**config.mk**
```make
export PLATFORM = sky130hd
export DESIGN_NAME = pwl_mem
export DESIGN_NICKNAME = d
export VERILOG_FILES = /design/src/rtl/pwl_pkg.sv /design/src/rtl/pwl_mem.sv
export SDC_FILE = /design/constraint.sdc
export NUM_CORES = 2
export LEC_CHECK = 0
export BUFFER_PORTS_ARGS = -buffer_cell sky130_fd_sc_hd__buf_4
export CORE_UTILIZATION = 63
export DETAILED_ROUTE_END_ITERATION = 10
export GPL_ROUTABILITY_DRIVEN = 0
export PLACE_DENSITY_LB_ADDON = 0.25
export SLEW_MARGIN = 0
export SYNTH_ARGS = -nofsm -noshare
export SYNTH_HDL_FRONTEND = slang
export SYNTH_SLANG_ARGS = --single-unit
```
**constraint.sdc**
```tcl
create_clock -name clk -period 7.8 [get_ports clk]
set_clock_uncertainty 0.05 [all_clocks]
set_input_delay 1.17 -clock clk [delete_from_list [all_inputs] [get_ports clk]]
set_output_delay 1.17 -clock clk [all_outputs]
set_load 0.03 [all_outputs]
```
**src/rtl/pwl_pkg.sv**
```systemverilog
// ============================================================================
// PWL package
// Shared types and constants for the piecewise-linear span interpolator.
// ============================================================================
package pwl_pkg;

    localparam int MAX_KNOTS_DEF = 64;
    localparam int HINT_W        = 6;
    localparam int COUNT_W       = 7;
    localparam int DIVIDEND_W    = 64;
    localparam int DIVISOR_W     = 32;

    localparam logic KIND_LOAD = 1'b0;
    localparam logic KIND_EVAL = 1'b1;

    typedef struct packed {
        logic               kind;
        logic [5:0]         knot_index;
        logic signed [31:0] knot_x;
        logic signed [31:0] knot_y;
        logic signed [31:0] sample_x;
        logic               use_hint;
        logic               update_hint;
    } pwl_in_t;

    typedef struct packed {
        logic signed [31:0] y_value;
        logic [5:0]         found_span;
        logic               fault;
    } pwl_out_t;

    typedef struct packed {
        logic signed [31:0] x;
        logic signed [31:0] y;
    } pwl_knot_t;

endpackage

```
**src/rtl/pwl_mem.sv**
```systemverilog
// ============================================================================
// PWL knot memory
// Single write port, single registered read port knot store.
// ============================================================================
module pwl_mem #(
    parameter int DEPTH = pwl_pkg::MAX_KNOTS_DEF,
    parameter int IDX_W = $clog2(DEPTH)
) (
    input  logic                 clk,
    input  logic                 we,
    input  logic [IDX_W-1:0]     waddr,
    input  pwl_pkg::pwl_knot_t   wdata,
    input  logic                 re,
    input  logic [IDX_W-1:0]     raddr,
    output pwl_pkg::pwl_knot_t   rdata
);
    import pwl_pkg::*;

    pwl_knot_t mem [DEPTH];
    pwl_knot_t rdata_reg;

    always_ff @(posedge clk)
    begin
        if (we)
        begin
            mem[waddr] <= wdata;
        end
        if (re)
        begin
            rdata_reg <= mem[raddr];
        end
    end

    assign rdata = rdata_reg;

endmodule

```
==> results.cfg <==
[critical_path]
rr_startpoint = mem[10][32]$_DFFE_PP_
end_kind = flop
critPathCapture = rdata[17]$_DFFE_PP_
crit_fanout = 83
crit_start = raddr[0]
setup.worst_path.class = in -> reg
r2r_end = rdata[32]$_DFFE_PP_
cp.required_ps = 8430
worstRegToRegCells = 5
reg2reg_slack_ps = 5540
startpoint_type = input port
cp.arrival_ps = 4470

[hold_path]
worstHoldStart = wdata[39]
hp-class = in -> reg

[clock_tree]
cts_buffers = 409
cts-htree-levels = 5
cts-root-buf = clkbuf_16
cts_buffer_depth = 4
postCtsSetupBuffers = 0
post_cts_resized = 0
insertion_delay_ps = 1020
hold_buffers = 0
tritoncts = yes
clk_pin_slew_worst_paths_ps = 60
cts_sinks = 4160

[sta]
tns_ps = 0
rsz0062_at_grt = false
fin_crit_ps = 3840
hold_viol_final = 0
worstMarginPinSlew_ps = 1360
setup_viol = 0
max_slew_margin_pct = 9.30
final-max-slew-violation-count = 0
fin_crit_sh_pct = 49.2
fmax_mhz = 261

[route]
ant_nets = 0
firstDrtPassIters = 6
vias = 77200
drt_iter0_markers = 12000
wl_um = 420000
viasPerCell = 7.27
wire_per_inst_um = 39.6
route.detailed.drc = 0

[yosys]
yosysUniqueCellTypes = 32
synth_top_family_by_area = multiplexers
synth-xor-area-share_pct = 0
synth_nets = 6677
yosys-mux-area-fraction_pct = 15.6
netlist_instances = 6598
syn_area_per_cell_um2 = 23.8
synth-compound-area-share_pct = 2.47
syn_area_um2 = 157000
synth_fa_ha_area_share_pct = 0
yosys.area_share.simple_pct = 1.23
ys_seq_area_share_pct = 79.6
synth_seq_cells = 4160
yosys_warnings = 0

[die]
die_w_um = 501
io_pins = 143
fp.coreArea_um2 = 247000
die_h_um = 501
fp-row-count = 182
start_util_pct = 63.6
dieArea_um2 = 251000

[power]
power.total_mw = 45.8
power_density_nw_per_um2 = 261
ir_worst_vdd_v = 0.000226
leakage_nw = 54.6

[grt]
grt_pass1_wl_um = 585000
antenna_found_initial = 23
grt_max_degree = 132
grt_pass1_vias = 77900
grt_overflow_total = 0
track_usage_pct = 34.0

[cells_and_area]
drive_above_1_share_pct = 27.5
final_common_cell = edfxtp_1
largest_reg_flops = 4096
area_growth_pct = 11.7
nFillCells = 13600
fin_nets = 7052
layout_common_cells = 4160 x edfxtp_1, 1024 x mux4_2, 411 x clkbuf_16
postLayoutCoreUtil_pct = 71.0

[placed_design]
place_hpwl_um = 215000
io_buffers = 142

[run_status]
status = complete, no violations

[flow_run]
max_cap_violations = 0
## worst max-delay path, stage by stage
cell      delay (ps)
buf_16           420
buf_12           520
buf_4            540
mux4_2           580
mux2i_1          160
o22ai_1          120
a31oi_1          400
a211oi_1          80
## cell type report
type	instances	area [um^2]	share of cell area (%)
sequential	4160	125000	71.3
multi-input combinational	2049	30800	17.6
clock buffer	492	10600	6.04
tap	3312	4140	2.36
timing repair buffer	334	2870	1.64
clock inverter	229	1870	1.07
inverter	19	71.3	0.0407
antenna	25	62.6	0.0357
## synthesized netlist by cell type, drive strengths merged
cell | n | area [um^2]
mux4 | 1024 | 23100
edfxtp | 4160 | 125000
a41oi | 26 | 228
o22ai | 83 | 519
a22oi | 168 | 1260
nand4b | 1 | 8.76
nand2b | 11 | 68.8
and2 | 3 | 18.8
or3 | 29 | 181
a22o | 88 | 771
mux2i | 135 | 1350
a2bb2oi | 19 | 166
nor3 | 2 | 10.0
nand2 | 58 | 218
nor2b | 28 | 175
clkbuf | 140 | 526
or2 | 28 | 175
nor2 | 112 | 420
a211oi | 63 | 473
buf | 230 | 1250
or3b | 1 | 8.76
nand4 | 2 | 12.5
inv | 19 | 71.3
and3 | 64 | 400
o221ai | 38 | 333
a31oi | 18 | 113
nand3 | 45 | 225
nand3b | 2 | 15.0
a31o | 1 | 8.76
## kinds of logic after synthesis
logic type | after synthesis
simple gates | 386
flops | 4160
buf+inv | 389
mux | 1159
compound gates | 504
## where the power goes
part	internal (mW)	switching, mW	total (mW)
sequential	24.8	0.0928	24.9
combinational	0.779	1.36	2.14
clock	10.6	8.15	18.7
## per-layer routing
metal	share of wire, %	wire length [um]	GRT usage, %	vias to the layer above
li1	-	-	-	29300
met1	34	143000	45.8	40800
met2	48	204000	53.5	5976
met3	13	52800	7.76	1119
met4	5.1	21400	15.9	10
met5	0.014	57	0	-
## per-stage QoR
stage	hold WS, ps	instances	worst slack (ps)	area (um^2)
detailed placement	844	9874	3120	163000
global route	615	10600	3880	175000
CTS	574	10600	4130	175000
global placement	846	9874	3180	163000
floorplan	815	6598	1140	157000
finish	618	10600	3960	175000
## how the worst min path moves through the flow
stage                            endpoint  cells after the start
finish              mem[18][39]$_DFFE_PP_                      1
global route        mem[18][39]$_DFFE_PP_                      1
CTS                  mem[57][3]$_DFFE_PP_                      1
detailed placement     rdata[2]$_DFFE_PP_                      4
global placement      rdata[62]$_DFFE_PP_                      4
floorplan             rdata[61]$_DFFE_PP_                      4
No activity file was read; power rests on OpenSTA's default activity.
