**src/rtl/pwl_pkg.sv**
```systemverilog
// ============================================================================
// PWL package
// Shared types and constants for the piecewise-linear span interpolator.
// ============================================================================
package pwl_pkg;

    localparam int MAX_KNOTS_DEF = 64;
    localparam int HINT_W        = 6;
    localparam int COUNT_W       = 7;
    localparam int DIVIDEND_W    = 64;
    localparam int DIVISOR_W     = 32;

    localparam logic KIND_LOAD = 1'b0;
    localparam logic KIND_EVAL = 1'b1;

    typedef struct packed {
        logic               kind;
        logic [5:0]         knot_index;
        logic signed [31:0] knot_x;
        logic signed [31:0] knot_y;
        logic signed [31:0] sample_x;
        logic               use_hint;
        logic               update_hint;
    } pwl_in_t;

    typedef struct packed {
        logic signed [31:0] y_value;
        logic [5:0]         found_span;
        logic               fault;
    } pwl_out_t;

    typedef struct packed {
        logic signed [31:0] x;
        logic signed [31:0] y;
    } pwl_knot_t;

endpackage

```
**src/rtl/pwl_div.sv**
```systemverilog
// ============================================================================
// PWL serial divider
// Restoring unsigned divider, one quotient bit per cycle.
// ============================================================================
module pwl_div (
    input  logic                              clk,
    input  logic                              rst_n,
    input  logic                              start,
    input  logic [pwl_pkg::DIVIDEND_W-1:0]    dividend,
    input  logic [pwl_pkg::DIVISOR_W-1:0]     divisor,
    output logic                              done,
    output logic [pwl_pkg::DIVIDEND_W-1:0]    quotient,
    output logic [pwl_pkg::DIVISOR_W-1:0]     remainder
);
    import pwl_pkg::*;

    localparam int CNT_W = $clog2(DIVIDEND_W + 1);

    logic [DIVIDEND_W-1:0] work_reg, work_next;
    logic [DIVISOR_W-1:0]  rem_reg, rem_next;
    logic [DIVISOR_W-1:0]  dvs_reg;
    logic [CNT_W-1:0]      cnt_reg, cnt_next;
    logic                  busy_reg, busy_next;
    logic                  done_reg, done_next;

    logic [DIVISOR_W:0]    rem_sh;
    logic                  ge;

    always_comb
    begin
        rem_sh    = {rem_reg, work_reg[DIVIDEND_W-1]};
        ge        = rem_sh >= {1'b0, dvs_reg};
        work_next = work_reg;
        rem_next  = rem_reg;
        cnt_next  = cnt_reg;
        busy_next = busy_reg;
        done_next = 1'b0;
        if (start)
        begin
            work_next = dividend;
            rem_next  = '0;
            cnt_next  = CNT_W'(DIVIDEND_W);
            busy_next = 1'b1;
        end
        else if (busy_reg)
        begin
            work_next = {work_reg[DIVIDEND_W-2:0], ge};
            rem_next  = ge ? DIVISOR_W'(rem_sh - {1'b0, dvs_reg}) : rem_sh[DIVISOR_W-1:0];
            cnt_next  = cnt_reg - 1'b1;
            if (cnt_reg == CNT_W'(1))
            begin
                busy_next = 1'b0;
                done_next = 1'b1;
            end
        end
    end

    always_ff @(posedge clk or negedge rst_n)
    begin
        if (!rst_n)
        begin
            cnt_reg  <= '0;
            busy_reg <= 1'b0;
            done_reg <= 1'b0;
        end
        else
        begin
            cnt_reg  <= cnt_next;
            busy_reg <= busy_next;
            done_reg <= done_next;
        end
    end

    always_ff @(posedge clk)
    begin
        work_reg <= work_next;
        rem_reg  <= rem_next;
        if (start)
        begin
            dvs_reg <= divisor;
        end
    end

    assign done      = done_reg;
    assign quotient  = work_reg;
    assign remainder = rem_reg;

endmodule

```
**config.mk**
```make
export PLATFORM = sky130hd
export DESIGN_NAME = pwl_div
export DESIGN_NICKNAME = d
export VERILOG_FILES = /design/src/rtl/pwl_pkg.sv /design/src/rtl/pwl_div.sv
export SDC_FILE = /design/constraint.sdc
export NUM_CORES = 1
export LEC_CHECK = 0
export ABC_CLOCK_PERIOD_IN_PS = 3100
export CAP_MARGIN = 20
export CORE_ASPECT_RATIO = 0.8
export CORE_MARGIN = 8
export CORE_UTILIZATION = 45
export CTS_CLUSTER_DIAMETER = 100
export DETAILED_ROUTE_END_ITERATION = 6
export DONT_BUFFER_PORTS = 1
export GPL_TIMING_DRIVEN = 0
export PLACE_DENSITY_LB_ADDON = 0.05
export SYNTH_ARGS = -nofsm -noshare
export SYNTH_HDL_FRONTEND = slang
export SYNTH_SLANG_ARGS = --single-unit
```
**constraint.sdc**
```tcl
create_clock -name clk -period 3.1 [get_ports clk]
set_input_delay 0 -clock clk [delete_from_list [all_inputs] [get_ports clk]]
set_output_delay 0 -clock clk [all_outputs]
set_load 0.005 [all_outputs]
```
==> flow_summary_export.csv <==
group,metric,value,unit
drt,met2_length,9.602,mm
logic_synthesis,netlist_top_cells_area,"edfxtp_1, mux2_2, dfxtp_1",
clock_tree,root_buffer,"clkbuf_16",
drt,viasPerCell,5.473,
final_layout,multiInputGateArea,0.003537,sq mm
clock_tree,htree_levels,4,
final_layout,fin_nets,919,
sta,final_hold_viol_count,0,
placed_design,dp_hpwl,14.22,mm
final_layout,area_delta_synth_final,29.02,%
logic_synthesis,synth.net_count,795,
placed_design,port_buffers,0,
final_layout,fin_util,58.49,%
logic_synthesis,async_flop_share,6.569,%
final_layout,fill_cells,1422,
drt,vias,5572,
clock_tree,cts_tree,"built",
final_layout,seq_area,0.003752,sq mm
floorplanning,start_util,45.34,%
sta,drv_slew,0,
global_routing,grt_pass1_wl,31.24,mm
global_routing,grt_max_degree,44,
sta,setup_viol,0,
logic_synthesis,netlist_instances,661,
pwr,p_leak,0.003790,uW
placed_design,gp_congestion,0.8482,
global_routing,gr-total-overflow,0,
drt,drtIter0Drc,330,
final_layout,largest_register_ff_count,64,
clock_tree,cts_max_path_buffers,2,
drt,route.detailed.drc,0,
drt,top_layer,"met4",
clock_tree,numClockSinks,137,
logic_synthesis,ys_ff_latch,137,
floorplanning,num_rows,42,
final_layout,final_area,0.009529,sq mm
status,status,"completed",
critical_path,required,3.41,ns
logic_synthesis,synth_ff_type,"edfxtp_1",
min_path,hp-class,"primary input to flop",
clock_tree,numCtsBuffers,17,
clock_tree,path_clk_slew,0.06,ns
logic_synthesis,synth_cell_types,64,
global_routing,grt_pass1_vias,5734,
drt,route.met3.wl,1.371,mm
clock_tree,worstSkewPairLatency,0.42,ns
critical_path,cp_data_arrival_time,3.38,ns
placed_design,place_area,0.007681,sq mm
sta,rsz0062_at_grt,"yes",
final_layout,layout-drive-gt1-share,19.95,%
logic_synthesis,postSynthAreaPerCell,11.17,sq um
placed_design,dp_cells,882,
sta,finalSetupTns,0,ns
sta,finClkSkew,0.008311,ns
drt,drt-met1-wl,8.921,mm
floorplanning,fp.dieH,130.6,microns
logic_synthesis,synth_top_cell_by_area,"edfxtp_1",
drt,routed_wl,20.00,mm
drt,antenna_left,0,
logic_synthesis,synth_edf_count,96,
pwr,ir_drop,0.4458,mV
pwr,p_per_area,839.6,mW/mm^2
sta,relSlewSlack,48.90,%
drt,wl_per_cell,19.65,microns
floorplanning,die-area,0.02079,sq mm
logic_synthesis,ys_warn_count,0,
global_routing,antenna_found_initial,0,
critical_path,cp_max_fo,3,
floorplanning,io_pins,196,
logic_synthesis,synth_top_area_share,39.03,%
sta,period_minus_slack,3.070,ns
logic_synthesis,synth_area,0.007386,sq mm
sta,tightest_slew,0.7665,ns
sta,period_share,99.03,%
global_routing,grt.total_usage,18.97,%
critical_path,critPathKind,"flop to flop",
critical_path,endpoint_kind,"flop",
logic_synthesis,ys_seq_area_share,50.75,%
run,cap_violations,0,
floorplanning,core,0.01629,sq mm
floorplanning,dieWidth,159.2,microns
final_layout,final_cells,1018,
sta,max_freq,325.7,MHz
drt,drt_first_pass_iters,5,
critical_path,start_kind,"flop",
==> placed cells by master (no fill, tap or decap), drive strengths merged, types with 4 or more instances in the layout <==
cell         instances
dlygate4sd3         99
edfxtp              96
nand2               75
mux2                64
nor2                53
inv                 43
clkbuf              39
ha                  34
dfxtp               32
a21oi               29
a311oi              27
a21o                22
xnor2               21
o21ai               18
buf                 16
nand3               10
xor2                10
dfrtp                9
nand4                7
a31oi                7
o21a                 6
nor3                 6
and2                 5
nand2b               5
clkinv               5
clkinvlp             4
nor2b                4
a211oi               4
==> cell usage after synthesis, types with 7 or more instances <==
master,count
edfxtp_1,96
nand2_1,75
mux2_2,64
nor2_1,53
inv_1,41
ha_1,34
dfxtp_1,32
a21oi_1,25
a21o_1,22
clkbuf_1,22
a311oi_1,21
xnor2_1,21
o21ai_0,17
nand3_1,10
xor2_1,10
dfrtp_1,9
a31oi_1,7
==> metal layers <==
layer	track usage, %	vias up
met5	0	-
met4	5.091	0
met3	6.512	6
met2	30.74	165
met1	24.03	2713
li1	-	2688
==> metrics by stage <==
stage | hold WS [ns] | total power, uW | worst slack, ns
3_3_place_gp | -0.2953 | 5621 | -0.4560
6_report | 0.2026 | 8001 | 0.03006
4_1_cts | 0.1772 | 7938 | 0.003721
2_1_floorplan | -0.2956 | 4935 | 0.1088
5_1_grt | 0.1762 | 8541 | -0.1660
3_5_place_dp | -0.2953 | 5646 | -0.4867
==> critical path: stages, from the launching register on <==
cell and delay (ns):
edfxtp_1 0.46, inv_2 0.07, ha_4 0.17, fa_2 0.42, nor2b_4 0.15, o2111ai_4 0.16, a2111oi_4 0.48, o31ai_4 0.15
o21ai_2 0.21, o211ai_1 0.15, mux2i_1 0.20, nor3_1 0.08, a2111oi_2 0.27
==> timing repair <==
item | in CTS | in global routing
setup endpoints to repair | 33 | 33
hold buffers | 100 | 0
buffers inserted | 5 | 4
endpoints found under the hold margin | 137 | 0
gates resized for setup | 24 | 22
pin swaps | 9 | 21
==> cell families (layout without fill, tap and decap cells) <==
| group | count (synthesis) | in the layout | synth area share, % |
|---|---|---|---|
| buf+inv | 72 | 208 | 4.015 |
| flops | 137 | 137 | 50.75 |
| other cells | 0 | 1 | 0 |
| simple gates | 179 | 179 | 10.77 |
| fa+ha+maj | 35 | 35 | 6.031 |
| xor+xnor | 31 | 31 | 3.676 |
| mux | 66 | 66 | 10.03 |
| compound gates | 141 | 141 | 14.72 |
==> worst paths after layout <==
kind	depth (start not counted)	start	slack [ns]	to
worst max-delay path	12	quotient[63]$_DFFE_PP_	0.03	remainder[30]$_SDFFE_PP0P_
worst min-delay path	1	divisor[13]	0.20	dvs_reg[13]$_DFFE_PP_
worst max register to register	12	quotient[63]$_DFFE_PP_	0.03	remainder[30]$_SDFFE_PP0P_
worst min register to register	2	cnt_reg[6]$_DFFE_PN0P_	0.52	cnt_reg[6]$_DFFE_PN0P_
max in group asynchronous	2	rst_n	2.31	cnt_reg[4]$_DFFE_PN0P_
min in group asynchronous	2	rst_n	0.49	cnt_reg[6]$_DFFE_PN0P_
==> power by group <==
| group | internal (uW) | total [uW] | leakage, uW | switching (uW) |
|---|---|---|---|---|
| registers | 2390 | 2850 | 0.00136 | 455 |
| logic | 1410 | 3140 | 0.00215 | 1730 |
| clock network | 1190 | 2010 | 0.000272 | 821 |
==> cell type report <==
cell class                 instances  share of cell area [%]
buffer                            26                   1.339
sequential                       137                   39.38
multi-input combinational        452                   37.12
inverter                          41                   1.615
tap                              220                   2.889
antenna                            1                 0.02626
clock inverter                    13                   1.563
timing repair buffer             110                   11.57
clock buffer                      18                   4.504
No activity file was read; power rests on OpenSTA's default activity.
